===== src/rtl/cfp_pkg.sv =====
// Shared types, constants and helpers for the command frame parser.
`timescale 1ns / 1ps
package cfp_pkg;

  // Frame and acknowledge bytes
  localparam logic [7:0] HDR0_BYTE     = 8'hAA;
  localparam logic [7:0] HDR1_BYTE     = 8'hAF;
  localparam logic [7:0] FUNC_LIMIT    = 8'hF1;
  localparam logic [7:0] LEN_LIMIT     = 8'd50;
  localparam logic [7:0] ACK_TAG_BYTE  = 8'hEF;
  localparam logic [7:0] ACK_LEN_BYTE  = 8'h02;
  localparam logic [7:0] FUNC_OUTER    = 8'h10;
  localparam logic [7:0] FUNC_INNER    = 8'h11;
  localparam logic [7:0] FUNC_GYRO     = 8'h15;
  localparam logic [7:0] ACK_HDR_SUM   =
    8'(HDR0_BYTE + HDR0_BYTE + ACK_TAG_BYTE + ACK_LEN_BYTE);

  // Last gain word index and last acknowledge byte index
  localparam logic [3:0] GAIN_LAST_IDX = 4'd8;
  localparam logic [2:0] ACK_LAST_IDX  = 3'd6;

  // Count and length register width
  localparam int CNT_W = 6;

  // Result kinds as seen on tuser
  typedef enum logic [1:0] {
    KIND_GAIN = 2'd0,
    KIND_ACK  = 2'd1,
    KIND_NOTE = 2'd2
  } res_kind_t;

  // Frame parser phases
  typedef enum logic [2:0] {
    PH_HUNT    = 3'd0,
    PH_SYNC    = 3'd1,
    PH_FUNC    = 3'd2,
    PH_LEN     = 3'd3,
    PH_PAYLOAD = 3'd4,
    PH_CHECK   = 3'd5
  } parse_phase_t;

  // Result sequencer states
  typedef enum logic [2:0] {
    SQ_IDLE  = 3'd0,
    SQ_RD_HI = 3'd1,
    SQ_RD_LO = 3'd2,
    SQ_GAIN  = 3'd3,
    SQ_ACK   = 3'd4,
    SQ_NOTE  = 3'd5
  } seq_state_t;

  // Commands from the sequencer to the datapath
  typedef struct packed {
    logic       take;
    logic       rd_en;
    logic       rd_lo;
    logic       ld;
    res_kind_t  ld_kind;
    logic [3:0] gain_idx;
    logic [1:0] gain_axis;
    logic [1:0] gain_term;
    logic [2:0] ack_idx;
  } cfp_cmd_t;

  // Status from the datapath to the sequencer
  typedef struct packed {
    logic fire;
    logic code_gain;
    logic code_ack;
    logic out_free;
  } cfp_sts_t;

  // Byte of the acknowledge frame at a given position
  function automatic logic [7:0] ack_byte_f(input logic [2:0] idx,
                                            input logic [7:0] code,
                                            input logic [7:0] sum);
    logic [7:0] res;
    res = 8'h00;
    unique case (idx)
      3'd0:    res = HDR0_BYTE;
      3'd1:    res = HDR0_BYTE;
      3'd2:    res = ACK_TAG_BYTE;
      3'd3:    res = ACK_LEN_BYTE;
      3'd4:    res = code;
      3'd5:    res = sum;
      3'd6:    res = 8'(ACK_HDR_SUM + code + sum);
      default: res = 8'h00;
    endcase
    return res;
  endfunction

endpackage


===== src/rtl/command_frame_parser_with_ack_unit.sv =====
// Top level of the command frame parser with acknowledge.
`timescale 1ns / 1ps
// Takes one received byte per item and tracks frames AA AF, function, length,
// payload and an 8-bit additive checksum. A byte that does not fit a frame is
// taken and produces nothing. When the checksum byte matches, the block stops
// taking bytes and plays out its items from one output register: for functions
// 10h/11h nine gain words (two reads each through the single read port of the
// payload store), then for functions 10h to 15h seven acknowledge bytes, and
// always a closing notice with tlast set. The input stays held for the whole
// run, including any output stall. The payload store reads as zero until
// written after reset (one valid bit per entry, no clearing pass). Gain words
// are raw signed big-endian payload pairs; the consumer applies the 0.1 and
// 0.001 scaling.
module command_frame_parser_with_ack_unit #(
  parameter int PAYLOAD_DEPTH = 64
) (
  input  logic        clk,
  input  logic        rst_n,
  input  logic        in_tvalid,
  output logic        in_tready,
  input  logic [7:0]  in_tdata,   // [7:0] byte_in
  output logic        out_tvalid,
  input  logic        out_tready,
  output logic [31:0] out_tdata,  // [0] gain_bank, [2:1] gain_axis, [4:3] gain_term,
                                  // [20:5] gain_raw, [28:21] ack_byte,
                                  // [29] gyro_reinit, [31:30] zero
  output logic [1:0]  out_tuser,  // [1:0] kind
  output logic        out_tlast
);
  import cfp_pkg::*;

  cfp_cmd_t           cmd;
  cfp_sts_t           sts;
  res_kind_t          kind;
  logic               bank;
  logic [1:0]         axis;
  logic [1:0]         term;
  logic signed [15:0] raw;
  logic [7:0]         ack;
  logic               gyro;

  cfp_ctrl u_ctrl (
    .clk      (clk),
    .rst_n    (rst_n),
    .in_valid (in_tvalid),
    .in_ready (in_tready),
    .sts      (sts),
    .cmd      (cmd)
  );

  cfp_dp #(
    .PAYLOAD_DEPTH (PAYLOAD_DEPTH)
  ) u_dp (
    .clk       (clk),
    .rst_n     (rst_n),
    .in_byte   (in_tdata),
    .cmd       (cmd),
    .sts       (sts),
    .out_ready (out_tready),
    .out_valid (out_tvalid),
    .out_kind  (kind),
    .out_bank  (bank),
    .out_axis  (axis),
    .out_term  (term),
    .out_raw   (raw),
    .out_ack   (ack),
    .out_gyro  (gyro),
    .out_last  (out_tlast)
  );

  // Pack result fields, lowest first
  assign out_tdata = {2'b00, gyro, ack, raw, term, axis, bank};
  assign out_tuser = kind;

endmodule


===== src/rtl/cfp_ram.sv =====
// Generic single-write, single-read RAM with registered read data.
`timescale 1ns / 1ps
module cfp_ram #(
  parameter int WIDTH = 8,
  parameter int DEPTH = 64
) (
  input  logic                     clk,
  input  logic                     we,
  input  logic [$clog2(DEPTH)-1:0] waddr,
  input  logic [WIDTH-1:0]         wdata,
  input  logic                     re,
  input  logic [$clog2(DEPTH)-1:0] raddr,
  output logic [WIDTH-1:0]         rdata
);

  logic [WIDTH-1:0] mem [DEPTH];

  // Write port
  always_ff @(posedge clk) begin
    if (we) begin
      mem[waddr] <= wdata;
    end
  end

  // Registered read port
  always_ff @(posedge clk) begin
    if (re) begin
      rdata <= mem[raddr];
    end
  end

endmodule


===== src/rtl/cfp_ctrl.sv =====
// Result sequencer: input gating and ordering of gain, acknowledge and notice items.
`timescale 1ns / 1ps
module cfp_ctrl (
  input  logic              clk,
  input  logic              rst_n,
  input  logic              in_valid,
  output logic              in_ready,
  input  cfp_pkg::cfp_sts_t sts,
  output cfp_pkg::cfp_cmd_t cmd
);
  import cfp_pkg::*;

  seq_state_t state_r, state_nxt;
  logic [3:0] gidx_r, gidx_nxt;
  logic [1:0] axis_r, axis_nxt;
  logic [1:0] term_r, term_nxt;
  logic [2:0] aidx_r, aidx_nxt;

  // State and counters
  always_ff @(posedge clk) begin
    if (!rst_n) begin
      state_r <= SQ_IDLE;
      gidx_r  <= '0;
      axis_r  <= '0;
      term_r  <= '0;
      aidx_r  <= '0;
    end else begin
      state_r <= state_nxt;
      gidx_r  <= gidx_nxt;
      axis_r  <= axis_nxt;
      term_r  <= term_nxt;
      aidx_r  <= aidx_nxt;
    end
  end

  // Next state and commands
  always_comb begin
    state_nxt = state_r;
    gidx_nxt  = gidx_r;
    axis_nxt  = axis_r;
    term_nxt  = term_r;
    aidx_nxt  = aidx_r;
    in_ready  = 1'b0;
    cmd           = '0;
    cmd.ld_kind   = KIND_GAIN;
    cmd.gain_idx  = gidx_r;
    cmd.gain_axis = axis_r;
    cmd.gain_term = term_r;
    cmd.ack_idx   = aidx_r;
    unique case (state_r)
      SQ_IDLE: begin
        in_ready = 1'b1;
        cmd.take = in_valid;
        gidx_nxt = '0;
        axis_nxt = '0;
        term_nxt = '0;
        aidx_nxt = '0;
        if (in_valid && sts.fire) begin
          if (sts.code_gain) begin
            state_nxt = SQ_RD_HI;
          end else if (sts.code_ack) begin
            state_nxt = SQ_ACK;
          end else begin
            state_nxt = SQ_NOTE;
          end
        end
      end
      SQ_RD_HI: begin
        cmd.rd_en = 1'b1;
        state_nxt = SQ_RD_LO;
      end
      SQ_RD_LO: begin
        cmd.rd_en = 1'b1;
        cmd.rd_lo = 1'b1;
        state_nxt = SQ_GAIN;
      end
      SQ_GAIN: begin
        // Emit one gain word, then advance axis and term
        if (sts.out_free) begin
          cmd.ld      = 1'b1;
          cmd.ld_kind = KIND_GAIN;
          if (gidx_r == GAIN_LAST_IDX) begin
            state_nxt = SQ_ACK;
          end else begin
            gidx_nxt  = gidx_r + 4'd1;
            state_nxt = SQ_RD_HI;
            if (term_r == 2'd2) begin
              term_nxt = '0;
              axis_nxt = axis_r + 2'd1;
            end else begin
              term_nxt = term_r + 2'd1;
            end
          end
        end
      end
      SQ_ACK: begin
        if (sts.out_free) begin
          cmd.ld      = 1'b1;
          cmd.ld_kind = KIND_ACK;
          if (aidx_r == ACK_LAST_IDX) begin
            state_nxt = SQ_NOTE;
          end else begin
            aidx_nxt = aidx_r + 3'd1;
          end
        end
      end
      SQ_NOTE: begin
        if (sts.out_free) begin
          cmd.ld      = 1'b1;
          cmd.ld_kind = KIND_NOTE;
          state_nxt   = SQ_IDLE;
        end
      end
      default: begin
        state_nxt = SQ_IDLE;
      end
    endcase
  end

endmodule


===== src/rtl/cfp_dp.sv =====
// Datapath: frame parse registers, payload store and the output register.
`timescale 1ns / 1ps
module cfp_dp #(
  parameter int PAYLOAD_DEPTH = 64
) (
  input  logic               clk,
  input  logic               rst_n,
  input  logic [7:0]         in_byte,
  input  cfp_pkg::cfp_cmd_t  cmd,
  output cfp_pkg::cfp_sts_t  sts,
  input  logic               out_ready,
  output logic               out_valid,
  output cfp_pkg::res_kind_t out_kind,
  output logic               out_bank,
  output logic [1:0]         out_axis,
  output logic [1:0]         out_term,
  output logic signed [15:0] out_raw,
  output logic [7:0]         out_ack,
  output logic               out_gyro,
  output logic               out_last
);
  import cfp_pkg::*;

  localparam int AW = $clog2(PAYLOAD_DEPTH);

  parse_phase_t     phase_r, phase_nxt;
  logic [CNT_W-1:0] rem_r, rem_nxt;
  logic [CNT_W-1:0] cnt_r, cnt_nxt;
  logic [7:0]       sum_r, sum_nxt;
  logic [7:0]       func_r, func_nxt;
  logic             st_wr;
  logic             fire;

  logic [PAYLOAD_DEPTH-1:0] vld_r;
  logic             we;
  logic [AW-1:0]    waddr;
  logic [4:0]       raddr_w;
  logic [AW-1:0]    raddr;
  logic [7:0]       rdata;
  logic             rd_vld_r;
  logic [7:0]       rd_byte;
  logic [7:0]       hi_r;

  logic             out_valid_r;
  res_kind_t        kind_r;
  logic             bank_r;
  logic [1:0]       axis_r;
  logic [1:0]       term_r;
  logic [15:0]      raw_r;
  logic [7:0]       ack_r;
  logic             gyro_r;
  logic             last_r;

  // Parse registers
  always_ff @(posedge clk) begin
    if (!rst_n) begin
      phase_r <= PH_HUNT;
      rem_r   <= '0;
      cnt_r   <= '0;
      sum_r   <= '0;
      func_r  <= '0;
    end else if (cmd.take) begin
      phase_r <= phase_nxt;
      rem_r   <= rem_nxt;
      cnt_r   <= cnt_nxt;
      sum_r   <= sum_nxt;
      func_r  <= func_nxt;
    end
  end

  // Advance the frame parser on one byte; drop anything unexpected
  always_comb begin
    phase_nxt = PH_HUNT;
    rem_nxt   = rem_r;
    cnt_nxt   = cnt_r;
    sum_nxt   = sum_r;
    func_nxt  = func_r;
    st_wr     = 1'b0;
    fire      = 1'b0;
    unique case (phase_r)
      PH_HUNT: begin
        if (in_byte == HDR0_BYTE) begin
          phase_nxt = PH_SYNC;
          sum_nxt   = HDR0_BYTE;
        end
      end
      PH_SYNC: begin
        if (in_byte == HDR1_BYTE) begin
          phase_nxt = PH_FUNC;
          sum_nxt   = sum_r + in_byte;
        end
      end
      PH_FUNC: begin
        if (in_byte < FUNC_LIMIT) begin
          phase_nxt = PH_LEN;
          func_nxt  = in_byte;
          sum_nxt   = sum_r + in_byte;
        end
      end
      PH_LEN: begin
        if (in_byte < LEN_LIMIT) begin
          phase_nxt = PH_PAYLOAD;
          rem_nxt   = in_byte[CNT_W-1:0];
          cnt_nxt   = '0;
          sum_nxt   = sum_r + in_byte;
        end
      end
      PH_PAYLOAD: begin
        // A zero length falls back to hunting on the next byte
        if (rem_r != '0) begin
          rem_nxt   = rem_r - CNT_W'(1);
          cnt_nxt   = cnt_r + CNT_W'(1);
          sum_nxt   = sum_r + in_byte;
          st_wr     = 1'b1;
          phase_nxt = (rem_r == CNT_W'(1)) ? PH_CHECK : PH_PAYLOAD;
        end
      end
      PH_CHECK: begin
        // Checksum byte lands in the store as well
        st_wr = 1'b1;
        fire  = (in_byte == sum_r);
      end
      default: begin
        phase_nxt = PH_HUNT;
      end
    endcase
  end

  // Store write, skipping indexes beyond the depth
  assign we    = cmd.take && st_wr && (32'(cnt_r) < 32'(PAYLOAD_DEPTH));
  assign waddr = AW'(cnt_r);

  // Valid bit per entry stands in for the cleared store
  always_ff @(posedge clk) begin
    if (!rst_n) begin
      vld_r <= '0;
    end else if (we) begin
      vld_r[waddr] <= 1'b1;
    end
  end

  // Read byte 2k or 2k+1 for gain word k
  assign raddr_w = {cmd.gain_idx, cmd.rd_lo};
  assign raddr   = AW'(raddr_w);

  always_ff @(posedge clk) begin
    if (cmd.rd_en) begin
      rd_vld_r <= vld_r[raddr];
    end
  end

  assign rd_byte = rd_vld_r ? rdata : 8'h00;

  // Hold the high byte while the low byte is read
  always_ff @(posedge clk) begin
    if (cmd.rd_lo) begin
      hi_r <= rd_byte;
    end
  end

  cfp_ram #(
    .WIDTH (8),
    .DEPTH (PAYLOAD_DEPTH)
  ) u_store (
    .clk   (clk),
    .we    (we),
    .waddr (waddr),
    .wdata (in_byte),
    .re    (cmd.rd_en),
    .raddr (raddr),
    .rdata (rdata)
  );

  // Output valid flag
  always_ff @(posedge clk) begin
    if (!rst_n) begin
      out_valid_r <= 1'b0;
    end else if (cmd.ld) begin
      out_valid_r <= 1'b1;
    end else if (out_ready) begin
      out_valid_r <= 1'b0;
    end
  end

  // Load one result item
  always_ff @(posedge clk) begin
    if (cmd.ld) begin
      kind_r <= cmd.ld_kind;
      bank_r <= 1'b0;
      axis_r <= '0;
      term_r <= '0;
      raw_r  <= '0;
      ack_r  <= '0;
      gyro_r <= 1'b0;
      last_r <= 1'b0;
      case (cmd.ld_kind)
        KIND_GAIN: begin
          bank_r <= (func_r == FUNC_INNER);
          axis_r <= cmd.gain_axis;
          term_r <= cmd.gain_term;
          raw_r  <= {hi_r, rd_byte};
        end
        KIND_ACK: begin
          ack_r <= ack_byte_f(cmd.ack_idx, func_r, sum_r);
        end
        default: begin
          gyro_r <= (func_r == FUNC_GYRO);
          last_r <= 1'b1;
        end
      endcase
    end
  end

  // Status toward the sequencer
  assign sts.fire      = fire;
  assign sts.code_gain = (func_r == FUNC_OUTER) || (func_r == FUNC_INNER);
  assign sts.code_ack  = (func_r >= FUNC_OUTER) && (func_r <= FUNC_GYRO);
  assign sts.out_free  = !out_valid_r || out_ready;

  assign out_valid = out_valid_r;
  assign out_kind  = kind_r;
  assign out_bank  = bank_r;
  assign out_axis  = axis_r;
  assign out_term  = term_r;
  assign out_raw   = $signed(raw_r);
  assign out_ack   = ack_r;
  assign out_gyro  = gyro_r;
  assign out_last  = last_r;

endmodule


===== config.mk =====
export PLATFORM = sky130hd
export DESIGN_NAME = command_frame_parser_with_ack_unit
export DESIGN_NICKNAME = d
export VERILOG_FILES = /design/src/rtl/cfp_pkg.sv /design/src/rtl/command_frame_parser_with_ack_unit.sv /design/src/rtl/cfp_ram.sv /design/src/rtl/cfp_ctrl.sv /design/src/rtl/cfp_dp.sv
export SDC_FILE = /design/constraint.sdc
export NUM_CORES = 1
export LEC_CHECK = 0
export ABC_AREA = 1
export BUFFER_PORTS_ARGS = -buffer_cell sky130_fd_sc_hd__buf_2
export CORE_UTILIZATION = 40
export DETAILED_ROUTE_END_ITERATION = 6
export PLACE_DENSITY_LB_ADDON = 0.1
export SETUP_SLACK_MARGIN = 0.2
export SLEW_MARGIN = 40
export SYNTH_ARGS = -nofsm -noshare
export SYNTH_HDL_FRONTEND = slang
export SYNTH_SLANG_ARGS = --single-unit
export TNS_END_PERCENT = 1

===== constraint.sdc =====
create_clock -name clk -period 9.15 [get_ports clk]
set_clock_uncertainty 0.15 [all_clocks]
set_input_delay 0 -clock clk [delete_from_list [all_inputs] [get_ports clk]]
set_output_delay 0 -clock clk [all_outputs]
set_load 0.1 [all_outputs]

==> Word level (Yosys, flattened, before mapping) <==
Memory sizes are Yosys's and may differ from the RTL's. A register that Yosys moved wholly into a read port is not among the register bits.
Index checks and enable logic that the tools add are counted.
{ "classes": {"n_addsub": 9, "n_lt_le_gt_ge": 7, "eq_ne": 39, "muxes": 64, "n_bitwise": 1, "n_reduce_logical": 27} }
{ "ops": {"columns": ["operator", "count"], "rows": [
  ["64-bit OR", 1],
  ["8-bit two-way mux", 6],
  ["8-bit case mux with 6 select lines", 1],
  ["3-bit two-way mux", 14],
  ["8-bit case mux with 5 select lines", 1],
  ["8-bit by 5-bit equality test with 1-bit output, second input constant", 3],
  ["6-bit two-way mux", 4],
  ["6-bit case mux with 2 select lines", 2],
  ["3-bit equality test, second input constant", 7],
  ["3-bit by 2-bit equality test with 1-bit output, second input constant", 6],
  ["3-bit case mux with 6 select lines", 1],
  ["8-bit adder", 2],
  ["8-bit equality test, second input constant", 2],
  ["1-bit two-way mux", 16],
  ["2-bit two-way mux", 8],
  ["2-bit by 1-bit != test with 1-bit output, second input constant", 8],
  ["3-bit case mux with 5 select lines", 1],
  ["2-bit != test, second input constant", 5],
  ["3-bit by 1-bit equality test with 1-bit output, second input constant", 3],
  ["3-bit logical NOT", 3],
  ["3-bit case mux with 3 select lines", 1],
  ["3-bit AND reduction", 3],
  ["7-bit by 8-bit adder with 8-bit output, first input constant", 1],
  ["8-bit equality test", 1],
  ["34 further kinds", 47]
]} }
{ "word_totals": {"regBits": 152, "mem_bits_rw": 512, "input_bits": 12, "out_inout_bits": 37, "word_cells": 170, "mem_count": 1} }
{ "memory_table": {"columns": ["memory", "words", "word_bits", "read_ports", "rd_ports_with_merged_regs", "write_ports", "line_no", "source"], "rows": [
  ["u_dp.u_store.mem", 64, 8, 1, 1, 1, "cfp_ram.sv:16", "logic [WIDTH-1:0] mem [DEPTH];"]
]} }

==> Logic depth before layout (Yosys ltp) <==
Gate-level depths: netlist (run 1).
{ "logic_depth": {"ltp_word": 7, "mapped_depth": 12, "mapped_depth_nobuf": 11} }

==> Cells and area by module <==
A second synthesis (run 1) with hierarchy kept.
{ "hier_totals": {"hier_cells": 2719, "area_unflattened_um2": 28068.2} }
{ "modules_own_cells": {"columns": ["module", "n_inst", "cells_per_inst", "area_per_inst_um2", "seq_area_each_um2"], "rows": [
  ["cfp_ram", 1, 1805, 21419.3, 15615.0],
  ["cfp_dp", 1, 775, 5713.0, 2542.4],
  ["cfp_ctrl", 1, 134, 902.1, 280.3],
  ["command_frame_parser_with_ack_unit", 1, 5, 33.8, 0.0]
]} }

==> Worst setup path after synthesis (run 1) <==
No wires, ideal clock.
{ "synth_path": {"path_type": "register to register", "startpoint": "register u_dp.out_valid_r, in the netlist u_dp.out_valid", "endpoint": "register u_dp.ack_r[0], in the netlist u_dp.out_ack[0], enable pin", "setup_time_ps": 467, "arrival_time_ps": 3358, "required_time_ps": 8533, "slack_ps": 5175, "stages_incl_launch_ff": 4, "n_path_buf": 0, "period_less_slack_ps": 3975, "path_cell_list": "dfxtp_1 > nand2_1 > inv_1 > o21ai_0"} }
{ "synth_lines": {"columns": ["element", "line_no", "source"], "rows": [
  ["start, declared", "cfp_dp.sv:44", "logic out_valid_r;"],
  ["start signal, assigned", "cfp_dp.sv:177", "out_valid_r <= 1'b0;"],
  ["start signal, assigned", "cfp_dp.sv:179", "out_valid_r <= 1'b1;"],
  ["start signal, assigned", "cfp_dp.sv:181", "out_valid_r <= 1'b0;"],
  ["end signal, assigned", "cfp_dp.sv:204", "ack_r <= ack_byte_f(cmd.ack_idx, func_r, sum_r);"],
  ["end, declared", "cfp_dp.sv:50", "logic [7:0] ack_r;"]
]} }

==> Worst setup path in the final report (run 1) <==
{ "layout_path": {"startpoint": "register u_ctrl.gidx_r[0]", "endpoint": "register u_ctrl.axis_r[1]"} }
{ "layout_via": {"elab_chain_cells": 3} }
{ "layout_lines": {"columns": ["element", "line_no", "source"], "rows": [
  ["start, declared", "cfp_ctrl.sv:14", "logic [3:0] gidx_r, gidx_nxt;"],
  ["start signal, assigned", "cfp_ctrl.sv:29", "gidx_r <= gidx_nxt;"],
  ["4-bit equality test", "cfp_ctrl.sv:82", "if (gidx_r == GAIN_LAST_IDX) begin"],
  ["2-bit != test (no source line)", null, null],
  ["4-bit AND reduction (no source line)", null, null],
  ["end signal, assigned", "cfp_ctrl.sv:30", "axis_r <= axis_nxt;"],
  ["end, declared", "cfp_ctrl.sv:15", "logic [1:0] axis_r, axis_nxt;"]
]} }
No other way between the ends.
A chain may end at the register's enable or synchronous reset.

==> results of run 1 <==
[per-stage QoR]
stage	hold slack, ns	total power [uW]
6_report	0.253	4970
5_1_grt	0.269	5190
4_1_cts	0.212	5020
3_5_place_dp	0.296	3280
3_3_place_gp	0.293	3270
2_1_floorplan	-0.0511	2930
[timing repair]
action	in CTS	in global routing
hold endpoints to repair	295	0
setup buffers	0	0
hold buffers	12	0
[state kept, by name (all words and copies together), names as in the netlist, 4 cells and up]
| register | cells |
|---|---|
| u_dp.hi_r | 8 |
| u_dp.out_raw | 16 |
| u_dp.cnt_r | 6 |
| u_dp.out_ack | 8 |
| u_dp.vld_r | 32 |
| u_dp.u_store.mem | 256 |
| u_dp.rem_r | 6 |
| u_dp.func_r | 8 |
| u_dp.sum_r | 8 |
| u_ctrl.gidx_r | 4 |
| u_dp.u_store.rdata | 8 |
[routing by layer]
metal	up-vias	part of all wire, %
met4	0	2.2
met2	278	46
li1	6467	-
met1	6233	48
met5	-	0
met3	70	4.4
[cell families (layout without fill, tap and decap cells)]
kind of cell | count (synthesis) | after routing | share of synthesized area (%)
DFF | 383 | 383 | 60.0
and+or+nand+nor | 937 | 937 | 22.4
AOI/OAI and AO/OA | 148 | 148 | 4.39
other | 1 | 2 | 0.0210
buffers and inverters | 471 | 554 | 10.3
xor gates and xnor gates | 12 | 12 | 0.588
adders and majority gates | 33 | 33 | 2.39
[layout make-up]
| type | instances | area (sq um) |
|---|---|---|
| Fill cell | 4257 | 23800 |
| Clock inverter | 20 | 204 |
| Timing Repair Buffer | 81 | 591 |
| Tap cell | 592 | 741 |
| Multi-Input combinational cell | 1132 | 5380 |
| Sequential cell | 383 | 10700 |
| Inverter | 391 | 1470 |
| Clock buffer | 62 | 1200 |
[synthesized netlist by cell type, types with 6 or more instances]
cell | n | share of area (%)
o211ai_1 | 6 | 0.25
a21oi_1 | 85 | 2.4
o21ai_0 | 42 | 1.2
dfxtp_1 | 78 | 8.7
nor3_1 | 19 | 0.53
nor2_1 | 98 | 2.1
buf_1 | 10 | 0.21
clkbuf_1 | 38 | 0.80
xor2_1 | 12 | 0.59
nand3_1 | 273 | 7.6
ha_1 | 31 | 2.2
nand2_1 | 525 | 11
inv_1 | 382 | 8.0
buf_4 | 10 | 0.42
edfxtp_1 | 305 | 51
inv_2 | 7 | 0.15
buf_2 | 22 | 0.62
[worst reg2reg max path: stages (launching register included)]
cell     delay (ns)
dfxtp_2        0.74
inv_2          0.36
buf_4          0.48
ha_1           0.37
nand3_1        0.13
nand3_1        0.35
nor2_1         0.25
nand2_1        0.09
nand2_1        0.08
a22oi_1        0.07
[power by group through the flow]
stage | Clock (uW) | Sequential [uW] | Combinational (uW)
after floorplan | 0 | 2250 | 682
after detailed placement | 0 | 2070 | 1220
after CTS | 1770 | 2030 | 1220
final | 1720 | 2030 | 1220
after global placement | 0 | 2070 | 1200
after global routing | 1820 | 2040 | 1330
[path summary, 6_finish.rpt]
kind                          from                       to
setup / recovery  u_ctrl.gidx_r[0]         u_ctrl.axis_r[1]
hold / removal         in_tdata[5]  u_dp.u_store.mem[27][5]
setup reg to reg  u_ctrl.gidx_r[0]         u_ctrl.axis_r[1]
hold reg to reg     u_dp.vld_r[24]           u_dp.vld_r[24]
==> impl_metrics.json, run 1 <==
{
  "syn_inst": 1985,
  "antenna_cells": 0,
  "antenna_found_initial": 0,
  "worstSetupStartpointType": "register",
  "insertion_delay_ns": 0.59,
  "grt_most_used_layer": "met2",
  "dp.final_hpwl_mm": 29.3,
  "vias": 13000,
  "die_height_microns": 213,
  "cp_num_cells": 9,
  "rsz0062_at_grt": "no",
  "slowest_stage": "dfxtp_2",
  "root_buffer": "clkbuf_16",
  "syn2layout_area_growth_pct": 13.6,
  "initial_utilization_pct": 40.5,
  "p_comb_share_pct": 24.5,
  "fin_ws_ns": 5.97,
  "status": "finished clean",
  "synth.avg_cell_area_sq_um": 9.01,
  "placed_cells": 2567,
  "grt.met1_usage_pct": 30.1,
  "cts_buffers": 44,
  "crit_buf_inv": 2,
  "yosys_warnings": 0,
  "clk_pin_slew_ns": 0.06,
  "ctsResizeCount": 0,
  "dieArea_sq_mm": 0.0456,
  "fp.dieW_microns": 213,
  "r2r_slack_ns": 5.97,
  "slew-limit-headroom_pct": 44.2,
  "p_leak_uw": 0.00874,
  "final_common_cell": "nand2_1",
  "use_met2_pct": 33.9,
  "design_area_sq_mm": 0.0203,
  "setup.worst_path.end_class": "register",
  "p_seq_share_pct": 40.8,
  "clockPowerShare_pct": 34.6,
  "grt-ovfl-total": 0,
  "core_sq_mm": 0.0441,
  "crit_family": "simple AND/OR/NAND/NOR gates",
  "min_delay_path_depth": 3,
  "dr.pass1.iters": 5,
  "layout.cells.non_filler": 2661,
  "grtUsageTotal_pct": 21.3,
  "io_pins": 49,
  "rr_worst_depth": 9,
  "h-tree-depth": 2,
  "critical_path.max_fanout": 55,
  "synth_area_sq_mm": 0.0179,
  "drive_gt1_share_pct": 8.12,
  "required_ns": 9.45,
  "async_flop_share_pct": 0,
  "fin_crit_sh_pct": 34.8,
  "finalHoldViolations": 0,
  "vdd_ir_drop_max_mv": 0.180,
  "dp_slack_ns": 6.00,
  "setup_viol": 0,
  "fin_nets": 2078,
  "period_needed_ns": 3.18,
  "grt_use_met3_pct": 3.34,
  "slowest_delay_ns": 0.74,
  "ys.flop_type": "edfxtp_1",
  "grt_max_degree": 97,
  "fin_util_pct": 46.0,
  "drv_slew": 0,
  "ant_nets": 0,
  "place_congestion": 0.845,
  "cts_tree": "done",
  "drt-total-wl_mm": 47.4,
  "hp-class": "primary input to register",
  "placed_cell_area_sq_mm": 0.0188,
  "p_per_area_mw_per_mm2": 245,
  "synth_seq_area_share_pct": 60.0,
  "via_per_inst": 4.90,
  "grt_pass1_vias": 12300,
  "port_buffers": 46,
  "path_cells": "inv_2 > buf_4 > ha_1 > nand3_1 > nand3_1 > nor2_1 > nand2_1 > nand2_1 > a22oi_1",
  "first_iter_violations": 950,
  "cts.sink_count": 383,
  "worst_pin_slew_ns": 0.837,
  "arrival_ns": 3.48,
  "p_int_uw": 3250,
  "mostFrequentLayoutCells": "nand2_1 (525), inv_1 (382), edfxtp_1 (305), nand3_1 (273), nor2_1 (87)",
  "path_class": "register to register",
  "synth_seq_cells": 383,
  "tns_ns": 0,
  "clockBufferDepth": 3,
  "grt_pass1_wl_mm": 72.6,
  "wire_per_inst_microns": 17.8,
  "drc_errors": 0,
  "rows": 77,
  "synth_cell_types": 42,
  "switching_share_pct": 34.6,
  "synth_edf_count": 305,
  "drv_cap": 0,
  "fmax_mhz": 314,
  "switching_power_uw": 1720
}
No activity file was read; power rests on OpenSTA's default activity.
==> inputs of run 2 (changes only) <==
ABC_AREA = 0   (was 1)
clock period = 2.9 ns   (was 9.15 ns; I/O delays follow)
==> run 2 against run 1 <==
Against the previous run:
- count of clock-buffer cells in the layout fell by 5
- flip-flop and latch count did not move
- global-route usage fell by 1.1 points
- fmax rose by 17%
- total power rose to 3.2 times the previous value
- register-to-register slack got worse by 5.8 ns
- via count fell by 29%
- synthesized cell count fell by 48%
- sequential power rose to 3.2 times the previous value
- cell area fell by 4.3%
- worst setup slack got worse by 5.8 ns
- first-iteration DRC count fell by 37%
- largest power group unchanged
==> impl_metrics.json, run 2 <==
{
  "status": "finished clean",
  "setup.worst_path.end_class": "register",
  "root_buffer": "clkbuf_16",
  "antenna_found_initial": 0,
  "synthAdderAreaFrac_pct": 2.67,
  "fin_crit_sh_pct": 94.0,
  "ant_nets": 0,
  "die_height_microns": 202,
  "crit_buf_inv": 3,
  "hp-class": "primary input to register",
  "yosys_warnings": 0,
  "setup_viol": 0,
  "synth_top_family_by_area": "multiplexers",
  "p_leak_uw": 0.00662,
  "insertion_delay_ns": 0.56,
  "async_flop_share_pct": 0,
  "synth_seq_cells": 383,
  "vdd_ir_drop_max_mv": 0.523,
  "synth_area_sq_mm": 0.0160,
  "initial_utilization_pct": 40.5,
  "yosysTopAreaCell": "edfxtp_1",
  "rsz0062_at_grt": "yes",
  "nFillCells": 3389,
  "slowest_stage": "mux4_2",
  "required_ns": 3.07,
  "yosys.area_share.simple_pct": 8.53,
  "mostFrequentLayoutCells": "edfxtp_1 (305), nor2_1 (116), mux4_2 (90), dfxtp_1 (76), buf_4 (73)",
  "syn2layout_area_growth_pct": 21.1,
  "syn_inst": 1030,
  "slew-limit-headroom_pct": 53.9,
  "grt_max_degree": 51,
  "dp.final_hpwl_mm": 25.7,
  "cts.sink_count": 383,
  "synthMuxAreaShare_pct": 14.0,
  "worst_pin_slew_ns": 0.690,
  "yosysMostFrequentCell": "edfxtp_1",
  "via_per_inst": 5.37,
  "drv_slew": 0,
  "wire_per_inst_microns": 23.3,
  "antenna_cells": 0,
  "ys.flop_type": "edfxtp_1",
  "drv_cap": 0,
  "synth.avg_cell_area_sq_um": 15.6,
  "drt-total-wl_mm": 40.4,
  "p_per_area_mw_per_mm2": 820,
  "synth_commonest_cells": "edfxtp_1 (305), nor2_1 (119), mux4_2 (90)",
  "cts_buffers": 42,
  "grtUsageTotal_pct": 20.2,
  "drive_gt1_share_pct": 28.1,
  "period_needed_ns": 2.73,
  "clockBufferDepth": 3,
  "synth_compound_area_share_pct": 4.80,
  "arrival_ns": 2.89,
  "place_congestion": 0.754,
  "core_sq_mm": 0.0396,
  "synth_seq_area_share_pct": 66.8,
  "cts_tree": "done",
  "io_pins": 49,
  "finalHoldViolations": 0,
  "grt-ovfl-total": 0,
  "h-tree-depth": 2,
  "crit_top_cell": "mux4_2",
  "synth_edf_count": 305,
  "regMostFlops": "u_dp.u_store.mem",
  "clk_pin_slew_ns": 0.06,
  "critical_path.max_fanout": 6,
  "netlist.area_leader.share_pct": 57.1,
  "path_class": "register to register",
  "drc_errors": 0,
  "fin_nets": 1223,
  "grt_pass1_vias": 9175,
  "vias": 9329,
  "synth_area_leaders": "edfxtp_1 (57%), mux4_2 (13%), dfxtp_1 (9.7%), nor2_1 (2.8%), ha_1 (2.4%)",
  "fin_util_pct": 49.0,
  "path_cells": "nor2_4 > and2_4 > buf_6 > buf_12 > buf_16 > mux4_2 > mux4_2 > mux2_4",
  "worstSetupStartpointType": "register",
  "fp.dieW_microns": 202,
  "crit_family": "multiplexers",
  "tns_ns": 0,
  "fmax_mhz": 367,
  "first_iter_violations": 596,
  "r2r_slack_ns": 0.17,
  "dieArea_sq_mm": 0.0409,
  "dr.pass1.iters": 5,
  "final_common_cell": "edfxtp_1",
  "synthXorXnorAreaFrac_pct": 0.982,
  "rows": 73,
  "synth_cell_types": 64,
  "largest_reg_flops": 256,
  "port_buffers": 46,
  "slowest_delay_ns": 0.54,
  "grt_pass1_wl_mm": 60.1
}
## run 2: changes by cell type in the layout (fill, tap and decap cells not counted), sizes merged, moves of 44 or more
| cell | delta |
|---|---|
| mux4 | +90 |
| a21oi | -44 |
| buf | +79 |
| nand2 | -489 |
| inv | -365 |
| nand3 | -263 |
## run 2: worst paths after layout
kind / startpoint / end / cells after the start
setup reg to reg: u_ctrl.state_r[2] / u_dp.u_store.rdata[2] / 8
hold / removal: in_tvalid / u_dp.phase_r[0] / 5
setup / recovery: u_ctrl.state_r[2] / u_dp.u_store.rdata[2] / 8
hold reg to reg: u_ctrl.axis_r[1] / u_ctrl.axis_r[1] / 1
## run 2: timing repair
action                                 4_1_cts  5_1_grt
setup buffers                                7        1
gates cloned                                 4        2
pin swaps                                    2        1
hold buffers                                10        0
endpoints found under the hold margin      277        0
gates resized for setup                      5       16
setup endpoints to repair                   31      165
## run 2: power breakdown
| part | switching, uW | internal (uW) |
|---|---|---|
| Sequential | 164 | 6350 |
| Combinational | 2630 | 1430 |
| Clock | 2190 | 3160 |
## run 2: stage by stage
stage	hold WS, ns	area [sq um]	total power [uW]	setup WS (ns)	cells
finish	0.0397	19400	15900	0.174	1736
global route	0.0781	19400	16500	0.121	1736
CTS	0.0104	19300	16000	0.151	1733
detailed placement	0.246	17600	10400	0.0845	1635
global placement	0.237	17600	10400	0.0715	1635
floorplan	-0.0511	16100	9440	0.183	1031
## run 2: cell families (layout without fill, tap and decap cells)
group           after synthesis  after routing
mux                         110            110
flops                       383            383
other cells                   1              2
buf+inv                      86            266
simple gates                280            280
compound gates              119            119
xor+xnor                     18             18
fa+ha+maj                    33             33
## run 2: worst register-to-register path, stage by stage (launching register included)
cell and delay, ns:
dfxtp_2 0.34, nor2_4 0.11, and2_4 0.22, buf_6 0.12, buf_12 0.11, buf_16 0.14, mux4_2 0.48, mux4_2 0.54
mux2_4 0.28
## run 2: layout make-up
class | instances | area (sq um) | share of cell area [%]
repair buffers | 161 | 1520 | 7.82
clock inverters | 20 | 206 | 1.06
well taps | 525 | 657 | 3.38
inverters | 28 | 105 | 0.541
multi-input cells | 562 | 5030 | 25.9
flip-flops and latches | 383 | 10700 | 55.2
clock buffers | 57 | 1190 | 6.12
## run 2: layer usage
layer  routed length, microns  vias up  global-route usage, %  part of all wire (%)
met5                        0        -                      0                     0
met2                    19000      257                   31.9                    47
met1                    18100     4725                   27.8                    45
met4                     1090        0                   6.87                   2.7
li1                         -     4277                      -                     -
met3                     2260       70                   4.31                   5.6
